File: src/sv/prc_pkg.sv
package prc_pkg;

  // Action codes of an input transaction
  typedef enum logic [1:0] {
    ACT_COMMAND = 2'd0,
    ACT_ESTOP   = 2'd1,
    ACT_CLEAR   = 2'd2,
    ACT_STATUS  = 2'd3
  } action_t;

  // Refusal codes of a result transaction
  typedef enum logic [1:0] {
    REFUSE_NONE       = 2'd0,
    REFUSE_EMERGENCY  = 2'd1,
    REFUSE_PROTECTION = 2'd2
  } refuse_t;

  // Configuration register indexes
  localparam logic [2:0] CFG_MAX_RUNTIME = 3'd0;
  localparam logic [2:0] CFG_COOLDOWN    = 3'd1;
  localparam logic [2:0] CFG_WINDOW      = 3'd2;
  localparam logic [2:0] CFG_MAX_STARTS  = 3'd3;
  localparam logic [2:0] CFG_INVERT      = 3'd4;

  // Configuration reset values
  localparam logic [31:0] RST_MAX_RUNTIME = 32'd3600000;
  localparam logic [31:0] RST_COOLDOWN    = 32'd0;
  localparam logic [31:0] RST_WINDOW      = 32'd3600000;
  localparam logic [15:0] RST_MAX_STARTS  = 16'hFFFF;

  // Shared adder operation
  typedef enum logic {
    ALU_ADD = 1'b0,
    ALU_SUB = 1'b1
  } alu_op_t;

  // Sequencer states
  typedef enum logic [3:0] {
    ST_IDLE,
    ST_CHK_LIM,
    ST_CHK_EL,
    ST_CHK_CD,
    ST_WIN,
    ST_SCAN,
    ST_CNT,
    ST_APPLY,
    ST_STOP_EL,
    ST_STOP_ADD,
    ST_TOT_EL,
    ST_TOT_ADD
  } state_t;

endpackage

File: src/sv/pump_runtime_protection_controller.sv
// Channel | Direction | Handshake           | Payload
// cfg     | in        | cfg_valid/cfg_ready | cfg_index, cfg_data
// in      | in        | in_valid/in_stall   | in_action, in_desired_on, in_now_ms
// out     | out       | out_valid/out_stall | accepted, refuse_code, pin_level, pump_running,
//         |           |                     | emergency_latched, runtime_total_ms
//
// Steps: a command asking for on with no emergency latched runs the limit, cooldown,
//   window and history-scan checks before the decision, or leaves at the cooldown check
//   when the cooldown refuses it; others skip to the decision. One shared 32-bit
//   adder/comparator does every less-than and 32-bit sum; the scan reads one entry per cycle.
// in_stall is high from acceptance until the result is loaded into the output register.
// Reset (rst_n, synchronous) gives pump off, no emergency, empty history, reset config.
// A stalled result holds in the output register; the sequencer waits at its last step.
module pump_runtime_protection_controller #(
  parameter int HISTORY_DEPTH = 16
) (
  input  logic        clk,
  input  logic        rst_n,
  // configuration
  input  logic        cfg_valid,
  output logic        cfg_ready,
  input  logic [2:0]  cfg_index,
  input  logic [31:0] cfg_data,
  // input transactions
  input  logic        in_valid,
  output logic        in_stall,
  input  logic [1:0]  in_action,
  input  logic        in_desired_on,
  input  logic [31:0] in_now_ms,
  // result transactions
  output logic        out_valid,
  input  logic        out_stall,
  output logic        out_accepted,
  output logic [1:0]  out_refuse_code,
  output logic        out_pin_level,
  output logic        out_pump_running,
  output logic        out_emergency_latched,
  output logic [31:0] out_runtime_total_ms
);
  import prc_pkg::*;

  localparam int IDX_W = (HISTORY_DEPTH > 1) ? $clog2(HISTORY_DEPTH) : 1;
  localparam int CNT_W = $clog2(HISTORY_DEPTH + 1);
  localparam logic [IDX_W-1:0] IDX_LAST = IDX_W'(HISTORY_DEPTH - 1);

  // configuration registers
  logic [31:0] max_runtime_r, cooldown_r, window_r;
  logic [15:0] max_starts_r;
  logic        invert_r;

  // sequencer and transaction registers
  state_t      state_r, state_nxt;
  action_t     act_r, act_nxt;
  logic        want_r, want_nxt;
  logic [31:0] now_r, now_nxt;
  logic        lim_r, lim_nxt;
  logic        blk_r, blk_nxt;
  logic [31:0] tmp_r, tmp_nxt;
  logic [31:0] wb_r, wb_nxt;
  logic [CNT_W-1:0] cnt_r, cnt_nxt;
  logic [IDX_W-1:0] idx_r, idx_nxt;
  logic        ok_r, ok_nxt;
  refuse_t     refuse_r, refuse_nxt;

  // pump state
  logic        running_r, running_nxt;
  logic        emerg_r, emerg_nxt;
  logic [31:0] run_start_r, run_start_nxt;
  logic [31:0] last_stop_r, last_stop_nxt;
  logic [31:0] accum_r, accum_nxt;

  // start history: circular buffer with per-entry valid bits
  logic [31:0]              hist_mem [HISTORY_DEPTH];
  logic [HISTORY_DEPTH-1:0] hist_vld_r;
  logic [IDX_W-1:0]         wr_ptr_r, wr_ptr_nxt;
  logic                     hist_we;
  logic [IDX_W-1:0]         rd_addr;
  logic [31:0]              rd_q_r;
  logic                     rdv_r;

  // output register
  logic        out_valid_r, out_valid_nxt;
  logic        out_acc_r, out_acc_nxt;
  refuse_t     out_ref_r, out_ref_nxt;
  logic        out_run_r, out_run_nxt;
  logic        out_emerg_r, out_emerg_nxt;
  logic [31:0] out_tot_r, out_tot_nxt;

  // shared adder
  alu_op_t     alu_op;
  logic [31:0] alu_a, alu_b, alu_res;
  logic        alu_lt;

  logic in_take, out_free, sw_req, sw_on;

  prc_alu u_alu (
    .op  (alu_op),
    .a   (alu_a),
    .b   (alu_b),
    .res (alu_res),
    .lt  (alu_lt)
  );

  assign cfg_ready = 1'b1;
  assign in_stall  = (state_r != ST_IDLE);
  assign in_take   = in_valid && !in_stall;
  assign out_free  = !out_valid_r || !out_stall;

  // configuration writes
  always_ff @(posedge clk) begin
    if (!rst_n) begin
      max_runtime_r <= RST_MAX_RUNTIME;
      cooldown_r    <= RST_COOLDOWN;
      window_r      <= RST_WINDOW;
      max_starts_r  <= RST_MAX_STARTS;
      invert_r      <= 1'b0;
    end else if (cfg_valid && cfg_ready) begin
      case (cfg_index)
        CFG_MAX_RUNTIME: max_runtime_r <= cfg_data;
        CFG_COOLDOWN:    cooldown_r    <= cfg_data;
        CFG_WINDOW:      window_r      <= cfg_data;
        CFG_MAX_STARTS:  max_starts_r  <= cfg_data[15:0];
        CFG_INVERT:      invert_r      <= cfg_data[0];
        default: ;
      endcase
    end
  end

  // history memory: write on start, registered read for the scan
  always_ff @(posedge clk) begin
    if (hist_we) begin
      hist_mem[wr_ptr_r] <= now_r;
    end
    rd_q_r <= hist_mem[rd_addr];
    rdv_r  <= hist_vld_r[rd_addr];
  end

  always_ff @(posedge clk) begin
    if (!rst_n) begin
      hist_vld_r <= '0;
    end else if (hist_we) begin
      hist_vld_r[wr_ptr_r] <= 1'b1;
    end
  end

  // sequencer registers
  always_ff @(posedge clk) begin
    if (!rst_n) begin
      state_r     <= ST_IDLE;
      running_r   <= 1'b0;
      emerg_r     <= 1'b0;
      run_start_r <= '0;
      last_stop_r <= '0;
      accum_r     <= '0;
      wr_ptr_r    <= '0;
      out_valid_r <= 1'b0;
    end else begin
      state_r     <= state_nxt;
      running_r   <= running_nxt;
      emerg_r     <= emerg_nxt;
      run_start_r <= run_start_nxt;
      last_stop_r <= last_stop_nxt;
      accum_r     <= accum_nxt;
      wr_ptr_r    <= wr_ptr_nxt;
      out_valid_r <= out_valid_nxt;
    end
  end

  // payload registers
  always_ff @(posedge clk) begin
    act_r       <= act_nxt;
    want_r      <= want_nxt;
    now_r       <= now_nxt;
    lim_r       <= lim_nxt;
    blk_r       <= blk_nxt;
    tmp_r       <= tmp_nxt;
    wb_r        <= wb_nxt;
    cnt_r       <= cnt_nxt;
    idx_r       <= idx_nxt;
    ok_r        <= ok_nxt;
    refuse_r    <= refuse_nxt;
    out_acc_r   <= out_acc_nxt;
    out_ref_r   <= out_ref_nxt;
    out_run_r   <= out_run_nxt;
    out_emerg_r <= out_emerg_nxt;
    out_tot_r   <= out_tot_nxt;
  end

  // next state, adder operand selection and state updates
  always_comb begin
    state_nxt     = state_r;
    act_nxt       = act_r;
    want_nxt      = want_r;
    now_nxt       = now_r;
    lim_nxt       = lim_r;
    blk_nxt       = blk_r;
    tmp_nxt       = tmp_r;
    wb_nxt        = wb_r;
    cnt_nxt       = cnt_r;
    idx_nxt       = idx_r;
    ok_nxt        = ok_r;
    refuse_nxt    = refuse_r;
    running_nxt   = running_r;
    emerg_nxt     = emerg_r;
    run_start_nxt = run_start_r;
    last_stop_nxt = last_stop_r;
    accum_nxt     = accum_r;
    wr_ptr_nxt    = wr_ptr_r;
    hist_we       = 1'b0;
    rd_addr       = '0;
    out_valid_nxt = out_valid_r && out_stall;
    out_acc_nxt   = out_acc_r;
    out_ref_nxt   = out_ref_r;
    out_run_nxt   = out_run_r;
    out_emerg_nxt = out_emerg_r;
    out_tot_nxt   = out_tot_r;
    alu_op        = ALU_SUB;
    alu_a         = now_r;
    alu_b         = run_start_r;
    sw_req        = 1'b0;
    sw_on         = 1'b0;

    case (state_r)
      ST_IDLE: begin
        if (in_take) begin
          act_nxt    = action_t'(in_action);
          want_nxt   = in_desired_on;
          now_nxt    = in_now_ms;
          blk_nxt    = 1'b0;
          ok_nxt     = 1'b1;
          refuse_nxt = REFUSE_NONE;
          if (action_t'(in_action) == ACT_COMMAND && !emerg_r && in_desired_on) begin
            state_nxt = ST_CHK_LIM;
          end else begin
            state_nxt = ST_APPLY;
          end
        end
      end
      // runtime limit reached and a stop on record
      ST_CHK_LIM: begin
        alu_a     = accum_r;
        alu_b     = max_runtime_r;
        lim_nxt   = !alu_lt && (last_stop_r != '0);
        state_nxt = ST_CHK_EL;
      end
      ST_CHK_EL: begin
        alu_a     = now_r;
        alu_b     = last_stop_r;
        tmp_nxt   = alu_res;
        state_nxt = ST_CHK_CD;
      end
      // cooldown not yet passed while the runtime limit holds
      ST_CHK_CD: begin
        alu_a = tmp_r;
        alu_b = cooldown_r;
        if (lim_r && alu_lt) begin
          blk_nxt   = 1'b1;
          state_nxt = ST_APPLY;
        end else begin
          state_nxt = ST_WIN;
        end
      end
      // window start; first history read goes out
      ST_WIN: begin
        alu_a     = now_r;
        alu_b     = window_r;
        wb_nxt    = alu_res;
        cnt_nxt   = '0;
        idx_nxt   = '0;
        rd_addr   = '0;
        state_nxt = ST_SCAN;
      end
      // one history entry per cycle
      ST_SCAN: begin
        alu_a   = rd_q_r;
        alu_b   = wb_r;
        rd_addr = idx_r + IDX_W'(1);
        if (rdv_r && rd_q_r != '0 && !alu_lt) begin
          cnt_nxt = cnt_r + CNT_W'(1);
        end
        if (idx_r == IDX_LAST) begin
          state_nxt = ST_CNT;
        end else begin
          idx_nxt = idx_r + IDX_W'(1);
        end
      end
      ST_CNT: begin
        alu_a     = 32'(cnt_r);
        alu_b     = 32'(max_starts_r);
        blk_nxt   = !alu_lt;
        state_nxt = ST_APPLY;
      end
      // decision and pump state change
      ST_APPLY: begin
        case (act_r)
          ACT_COMMAND: begin
            if (emerg_r) begin
              ok_nxt     = 1'b0;
              refuse_nxt = REFUSE_EMERGENCY;
            end else if (want_r && blk_r) begin
              ok_nxt     = 1'b0;
              refuse_nxt = REFUSE_PROTECTION;
            end else begin
              sw_req = 1'b1;
              sw_on  = want_r;
            end
          end
          ACT_ESTOP: begin
            emerg_nxt = 1'b1;
            sw_req    = 1'b1;
            sw_on     = 1'b0;
          end
          ACT_CLEAR: begin
            emerg_nxt = 1'b0;
          end
          default: ;
        endcase
        state_nxt = ST_TOT_EL;
        if (sw_req && sw_on != running_r) begin
          running_nxt = sw_on;
          if (sw_on) begin
            run_start_nxt = now_r;
            hist_we       = 1'b1;
            wr_ptr_nxt    = (wr_ptr_r == IDX_LAST) ? '0 : wr_ptr_r + IDX_W'(1);
          end else if (run_start_r != '0) begin
            state_nxt = ST_STOP_EL;
          end
        end
      end
      // close out a finished run
      ST_STOP_EL: begin
        tmp_nxt   = alu_res;
        state_nxt = ST_STOP_ADD;
      end
      ST_STOP_ADD: begin
        alu_op        = ALU_ADD;
        alu_a         = accum_r;
        alu_b         = tmp_r;
        accum_nxt     = alu_res;
        run_start_nxt = '0;
        last_stop_nxt = now_r;
        state_nxt     = ST_TOT_EL;
      end
      // total runtime including the current run
      ST_TOT_EL: begin
        tmp_nxt   = alu_res;
        state_nxt = ST_TOT_ADD;
      end
      ST_TOT_ADD: begin
        alu_op = ALU_ADD;
        alu_a  = accum_r;
        alu_b  = tmp_r;
        if (out_free) begin
          out_valid_nxt = 1'b1;
          out_acc_nxt   = ok_r;
          out_ref_nxt   = refuse_r;
          out_run_nxt   = running_r;
          out_emerg_nxt = emerg_r;
          out_tot_nxt   = (running_r && run_start_r != '0) ? alu_res : accum_r;
          state_nxt     = ST_IDLE;
        end
      end
      default: begin
        state_nxt = ST_IDLE;
      end
    endcase
  end

  assign out_valid             = out_valid_r;
  assign out_accepted          = out_acc_r;
  assign out_refuse_code       = out_ref_r;
  assign out_pin_level         = out_run_r ^ invert_r;
  assign out_pump_running      = out_run_r;
  assign out_emergency_latched = out_emerg_r;
  assign out_runtime_total_ms  = out_tot_r;

`ifndef NO_ASSERTIONS
  // emergency latch and a running pump never coexist
  a_no_run_in_emerg: assert property (@(posedge clk) disable iff (!rst_n)
    !(running_r && emerg_r))
    else $error("pump running while emergency latched");

  // a result is accepted exactly when it carries no refusal
  a_refuse_consistent: assert property (@(posedge clk) disable iff (!rst_n)
    out_valid |-> (out_accepted == (out_refuse_code == REFUSE_NONE)))
    else $error("accepted flag disagrees with refuse code");

  // an accepted transaction blocks the input until its result is formed
  a_busy_after_take: assert property (@(posedge clk) disable iff (!rst_n)
    (in_valid && !in_stall) |=> in_stall)
    else $error("input not stalled after acceptance");

  // history write pointer stays inside the buffer
  a_ptr_range: assert property (@(posedge clk) disable iff (!rst_n)
    wr_ptr_r <= IDX_LAST)
    else $error("history pointer out of range");
`endif

endmodule

File: src/sv/prc_alu.sv
module prc_alu (
  input  prc_pkg::alu_op_t op,
  input  logic [31:0]      a,
  input  logic [31:0]      b,
  output logic [31:0]      res,
  output logic             lt
);
  import prc_pkg::*;

  logic [32:0] sum;
  logic [31:0] b_sel;

  // One 32-bit adder; subtraction by inverted operand and carry in
  always_comb begin
    b_sel = (op == ALU_SUB) ? ~b : b;
    sum   = {1'b0, a} + {1'b0, b_sel} + {32'd0, (op == ALU_SUB)};
    res   = sum[31:0];
    // unsigned a < b when subtraction produces no carry out
    lt    = (op == ALU_SUB) && !sum[32];
  end

endmodule
File: config.mk
export PLATFORM = sky130hd
export DESIGN_NAME = pump_runtime_protection_controller
export DESIGN_NICKNAME = d
export VERILOG_FILES = /design/src/sv/prc_pkg.sv /design/src/sv/pump_runtime_protection_controller.sv /design/src/sv/prc_alu.sv
export SDC_FILE = /design/constraint.sdc
export NUM_CORES = 1
export LEC_CHECK = 0
export BUFFER_PORTS_ARGS = -buffer_cell sky130_fd_sc_hd__buf_2
export CELL_PAD_IN_SITES_DETAIL_PLACEMENT = 2
export CELL_PAD_IN_SITES_GLOBAL_PLACEMENT = 2
export CORE_MARGIN = 10
export CORE_UTILIZATION = 47
export CTS_CLUSTER_DIAMETER = 120
export DETAILED_ROUTE_END_ITERATION = 16
export PLACE_DENSITY_LB_ADDON = 0.1
export SLEW_MARGIN = 20
export SYNTH_ARGS = -nofsm -noshare
export SYNTH_HDL_FRONTEND = slang
export SYNTH_SLANG_ARGS = --single-unit
File: constraint.sdc
create_clock -name clk -period 8 [get_ports clk]
set_input_delay 0.8 -clock clk [delete_from_list [all_inputs] [get_ports clk]]
set_output_delay 0.8 -clock clk [all_outputs]
set_load 0.005 [all_outputs]
## Word level (Yosys, flattened, before mapping)

Memory sizes are Yosys's and may differ from the RTL's. A register that Yosys moved wholly into a read port is not among the register bits.
Cells that the tools add are included.

- Bits in registers: 387
- Memory bits (writable): 512
- Output and inout port bits: 41
- Word-level logic and storage cells: 181
- Memories kept: 1
- Bits of input ports: 75

Memory list:

| memory | words | bits a word | read ports | clocked after Yosys merged registers in | write ports | line | text |
|---|---|---|---|---|---|---|---|
| hist_mem | 16 | 32 | 1 | 1 | 1 | pump_runtime_protection_controller.sv:73 | `logic [31:0] hist_mem [HISTORY_DEPTH];` |

- $lt $le $gt $ge: 3
- Bitwise gates (word level): 3
- Reduce and logical (&&, ||, !) cells: 52
- Add/sub/neg operators: 5
- Muxes and demuxes: 56
- Equality and inequality tests: 30

Operator list:

| cell | count |
|---|---|
| $pmux 32 s7 | 1 |
| $mux 32 | 4 |
| $pmux 32 s4 | 1 |
| $reduce_bool 32->1 | 3 |
| $pmux 32 s2 | 1 |
| $pmux 4 s12 | 1 |
| $add 32x32->33 | 1 |
| $add 33x1->33 | 1 |
| $not 32->32 | 1 |
| $eq 4x4->1 const B | 6 |
| $mux 4 | 6 |
| $mux 1 | 23 |
| $reduce_and 2->1 | 11 |
| $eq 4x3->1 const B | 4 |
| $mux 2 | 8 |
| $ne 2x2->1 const B | 8 |
| $or 16x16->16 | 1 |
| $logic_and 1x1->1 | 13 |
| $reduce_and 3->1 | 4 |
| $lt 4x5->1 const B | 2 |
| $pmux 5 s2 | 1 |
| $add 4x1->4 const B | 2 |
| $eq 4x2->1 const B | 2 |
| $pmux 4 s2 | 1 |
| 30 further kinds | 43 |

## Logic depth before layout (Yosys ltp)

- Word-level depth: 13
- Gate-level depth with buffers: 20
- Depth with buffers taken out: 17

## By module

From an unflattened synthesis, not the netlist that was laid out.

- Cells, all modules: 3,204
- Area total of the unflattened synthesis: 38,639.6 um^2

Modules (own cells, without submodules):

| module | sequential area each (um^2) | cells an instance | area each (um^2) | times used |
|---|---|---|---|---|
| pump_runtime_protection_controller | 25,264.2 | 2,904 | 36,423.7 | 1 |
| prc_alu | 0.0 | 300 | 2,215.9 | 1 |

## Worst setup path before layout

Ideal clock, no wire load.

- Path kind: register -> register
- Start: reg state_r[1]
- End: reg cnt_r[0] (enable)
- Data arrival time: 4.640 ns
- Setup slack: 3.012 ns
- Library setup time: 0.349 ns
- Clock period less this slack: 4.988 ns
- Path buffers: 5
- Data required time: 7.651 ns
- Cell stages (with the launch flop): 20
- Cell sequence: dfxtp_1 > buf_2 > buf_2 > nor2b_1 > and2_1 > clkbuf_1 > clkbuf_1 > a22oi_1 > nand3_1 > a21oi_1 > ha_1 > clkbuf_1 > nand2_1 > nor4_1 > nand3_1 > a21o_1 > a31o_2 > o21ai_0 > a221oi_1 > o21bai_1

- Longest elaborated chain between the ends: 13
- Elaborated cells between the ends (all ways): 24
- Those cells by class: 2 x add/sub; 9 x eq/ne; 4 x mux; 1 x bitwise; 8 x reduce/logical

RTL lines:

| element | line | text |
|---|---|---|
| start, declared | pump_runtime_protection_controller.sv:52 | `state_t state_r, state_nxt;` |
| start signal, assigned | pump_runtime_protection_controller.sv:158 | `state_r <= state_nxt;` |
| $eq 4x4->1 | pump_runtime_protection_controller.sv:223 | `case (state_r)` |
| $reduce_or 2->1 (no source line) | - |  |
| $pmux 32 s7 | pump_runtime_protection_controller.sv:223 |  |
| $not 32->32 | prc_alu.sv:15 | `b_sel = (op == ALU_SUB) ? ~b : b;` |
| $mux 32 | prc_alu.sv:15 |  |
| $add 32x32->33 | prc_alu.sv:16 | `sum = {1'b0, a} + {1'b0, b_sel} + {32'd0, (op == ALU_SUB)};` |
| $add 33x1->33 | prc_alu.sv:16 |  |
| $logic_not 1->1 | prc_alu.sv:19 | `lt = (op == ALU_SUB) && !sum[32];` |
| $logic_and 1x1->1 | prc_alu.sv:19 |  |
| $logic_not 1->1 | pump_runtime_protection_controller.sv:278 | `if (rdv_r && rd_q_r != '0 && !alu_lt) begin` |
| $logic_and 1x1->1 | pump_runtime_protection_controller.sv:278 |  |
| $ne 2x2->1 (no source line) | - |  |
| $reduce_and 2->1 (no source line) * | - |  |
| end signal, assigned | pump_runtime_protection_controller.sv:178 | `cnt_r <= cnt_nxt;` |
| end, declared | pump_runtime_protection_controller.sv:60 | `logic [CNT_W-1:0] cnt_r, cnt_nxt;` |

Every way passes the cells marked *; elsewhere a longest branch is shown, timed or not.
A chain may end at the register's enable or synchronous reset.

## Final worst setup path

- Start: reg state_r[3]
- End: reg cnt_r[4] (enable)

Same word-level chain as after synthesis.

==> impl_metrics.env <==
export IMPL_outcome="finished clean"
export IMPL_antenna_found_initial=2
export IMPL_vias_per_cell=6.52
export IMPL_finalCritPeriodShare_pct=81.7
export IMPL_crit_path_max_fanout=20
export IMPL_grt_total_usage_pct=31.9
export IMPL_crit_start="state_r[3]"
export IMPL_diodes=0
export IMPL_powerDensity_mw_per_mm2=381
export IMPL_gp_congestion=0.914
export IMPL_path_depth=17
export IMPL_slew_limit_headroom_pct=28.0
export IMPL_place_area_sq_mm=0.0404
export IMPL_holdWs_ps=275
export IMPL_worstPathArrival_ps=6900
export IMPL_ant_nets=0
export IMPL_dr_pass1_iters=6
export IMPL_fin_util_pct=53.5
export IMPL_worstHoldPathType="input port to flip-flop"
export IMPL_cp_slowest_stage_delay_ps=970
export IMPL_cts_tree="built"
export IMPL_rows=105
export IMPL_grt_setup_unrepaired="no"
export IMPL_cts_sinks=931
export IMPL_path_buf_inv=2
export IMPL_fin_ws_ps=1470
export IMPL_final_nets=3358
export IMPL_crit_family="compound AO/OA/AOI/OAI gates"
export IMPL_postCtsHoldBufs=0
export IMPL_crit_path_top_delay_cell="dfxtp_1"
export IMPL_slew_viol_final=0
export IMPL_ys_seq_area_share_pct=65.4
export IMPL_cts_max_level=3
export IMPL_async_flop_share_pct=0
export IMPL_end_kind="flip-flop"
export IMPL_drive_gt1_share_pct=12.8
export IMPL_place_ws_ps=1840
export IMPL_yosysUniqueCellTypes=77
export IMPL_cp_endpoint="cnt_r[4]"
export IMPL_fin_worst_skew_ps=26.2
export IMPL_reg2reg_depth=17
export IMPL_tightest_slew_ps=1080
export IMPL_die_y_um=307
export IMPL_cp_required_ps=8370
export IMPL_root_buffer="clkbuf_16"
export IMPL_totalWireLength_um=153000
export IMPL_start_util_pct=47.3
export IMPL_dieArea_sq_mm=0.0940
export IMPL_grt_pass1_wl_um=222000
export IMPL_wl_per_cell_um=34.8
export IMPL_port_buffers=114
export IMPL_numCtsBuffers=97
export IMPL_stdcell_count=4397
export IMPL_cp_start_kind="flip-flop"
export IMPL_yosysWarnings=0
export IMPL_crit_top_cell="a21o_1"
export IMPL_grt_ovfl_total=0
export IMPL_core_area_sq_mm=0.0817
export IMPL_die_x_um=307
export IMPL_crit_chain="nor2_1 > and3_1 > buf_4 > nor3_1 > buf_4 > nand2_1 > nand2_1 > ha_1 > a21o_1 > a21o_1 > a21oi_1 > a2bb2oi_1 > a21o_1 > a31o_2 > o21ai_0 > a221oi_1 > o21bai_1"
export IMPL_grt_max_degree=149
export IMPL_cts_resized=0
export IMPL_ff2ff_setup_slack_ps=1470
export IMPL_timing_final_crit_period_ps=6530
export IMPL_stdcell_area_sq_mm=0.0437
export IMPL_postCtsSetupBuffers=0
export IMPL_cts_path_max_buffers=3
export IMPL_tns_ps=0
export IMPL_synthesis_nets=3300
export IMPL_crit_type="flip-flop to flip-flop"
export IMPL_place_inst=4213
export IMPL_reg2reg_to="cnt_r[4]"
export IMPL_drt_iter0_markers=3112
export IMPL_drv_cap=0
export IMPL_syn_area_sq_mm=0.0386
export IMPL_ios=116
export IMPL_syn_inst=3184
export IMPL_fillers=7720
export IMPL_synth_seq_cells=931
export IMPL_peakVddDrop_uv=229
export IMPL_ys_flop_type="edfxtp_1"
export IMPL_drc=0
export IMPL_finalSetupViolCount=0
export IMPL_grt_pass1_vias=31302
export IMPL_num_vias=28662
export IMPL_total_leakage_power_nw=15.3
export IMPL_finalHoldViolations=0
export IMPL_hpwl_um=94500
export IMPL_clkTransAtPathRegs_ps=70
export IMPL_insertion_delay_ps=700
export IMPL_avgSynthCellArea_sq_um=12.1
export IMPL_finalPower_mw=16.7
export IMPL_synth_edf_count=662
export IMPL_reg2reg_from="state_r[3]"
export IMPL_area_growth_pct=13.3
export IMPL_max_freq_mhz=153
## cell type report
type | count | area, sq um | area share, %
sequential | 931 | 25300 | 57.8
multi-input combinational | 2004 | 12600 | 28.8
clock buffer | 135 | 2710 | 6.20
tap | 1070 | 1340 | 3.06
timing repair buffer | 172 | 1030 | 2.36
clock inverter | 49 | 663 | 1.52
inverter | 36 | 141 | 0.323
## power by group
| part | total [mW] | internal (mW) | switching, mW |
|---|---|---|---|
| Combinational | 5.34 | 1.60 | 3.74 |
| Sequential | 6.47 | 5.97 | 0.504 |
| Clock | 4.86 | 2.81 | 2.05 |
## Yosys cell counts (21+ instances only)
cell type / n / share of area (%)
inv_1: 35 / 0.34
and3_1: 21 / 0.34
nand2_1: 590 / 5.7
a311oi_1: 35 / 0.79
a222oi_1: 39 / 1.0
o21ai_0: 38 / 0.49
a211oi_1: 119 / 2.3
edfxtp_1: 662 / 51
mux2i_1: 135 / 3.5
nand3_1: 106 / 1.4
ha_1: 40 / 1.3
a22oi_1: 71 / 1.4
nor4_1: 26 / 0.42
nor2_1: 137 / 1.3
dfxtp_1: 269 / 14
clkbuf_1: 186 / 1.8
a21o_1: 24 / 0.47
nor2b_1: 76 / 1.2
mux2_2: 21 / 0.61
a31oi_1: 47 / 0.76
a21oi_1: 273 / 3.5
mux4_2: 33 / 1.9
## flip-flops by register name, summed over array words and instances, names as in the netlist, 2 cells and up
| register | count |
|---|---|
| max_runtime_r | 32 |
| window_r | 32 |
| act_r | 2 |
| now_r | 32 |
| state_r | 4 |
| idx_r | 4 |
| out_refuse_code | 2 |
| refuse_r | 2 |
| cnt_r | 5 |
| hist_mem | 512 |
| max_starts_r | 16 |
| hist_vld_r | 16 |
| last_stop_r | 32 |
| run_start_r | 32 |
| out_runtime_total_ms | 32 |
| wr_ptr_r | 4 |
| cooldown_r | 32 |
| wb_r | 32 |
| accum_r | 32 |
| tmp_r | 32 |
| rd_q_r | 32 |
## worst min-delay path by stage
stage	from	endpoint	cells past startpoint
floorplan	ok_r	out_accepted	0
global placement	ok_r	out_accepted	0
detailed placement	refuse_r[1]	out_refuse_code[1]	0
CTS	in_now_ms[9]	now_r[9]	1
global route	in_now_ms[9]	now_r[9]	1
finish	in_now_ms[1]	now_r[1]	1
## cell usage in the layout, fill, tap and decap left out, types with 25 or more instances in the layout
cell	synthesis	routed
a311oi_1	35	35
buf_4	5	56
edfxtp_1	662	662
mux2i_1	135	135
nor2b_1	76	76
nor4_1	26	26
nand3_1	106	105
inv_1	35	33
a222oi_1	39	39
ha_1	40	40
clkbuf_16	0	98
mux4_2	33	33
a31oi_1	47	47
nor2_1	137	121
clkbuf_1	186	25
buf_2	10	114
a21oi_1	273	272
a22oi_1	71	71
nand2_1	590	587
dfxtp_1	269	269
a211oi_1	119	119
o21ai_0	38	38
## metal layers
metal	track usage, %	vias to the layer above	wire length (um)
met2	54.6	1306	76100
met1	40.1	15042	60500
met3	4.86	336	10100
li1	-	11976	-
met5	0	-	17
met4	13.1	2	6180
## kinds of logic (layout without fill, tap and decap cells)
group / Yosys count / in the layout / share of synthesized area, %
buffers and inverters: 249 / 392 / 2.54
AO/OA/AOI/OAI: 707 / 707 / 12.0
flip-flops: 931 / 931 / 65.4
XOR/XNOR: 36 / 36 / 0.817
adder cells (fa/ha/maj): 41 / 41 / 1.35
AND/OR/NAND/NOR: 1029 / 1029 / 11.7
multiplexers: 190 / 190 / 6.07
other: 1 / 1 / 0.00971
(Power assumes the default switching activity.)
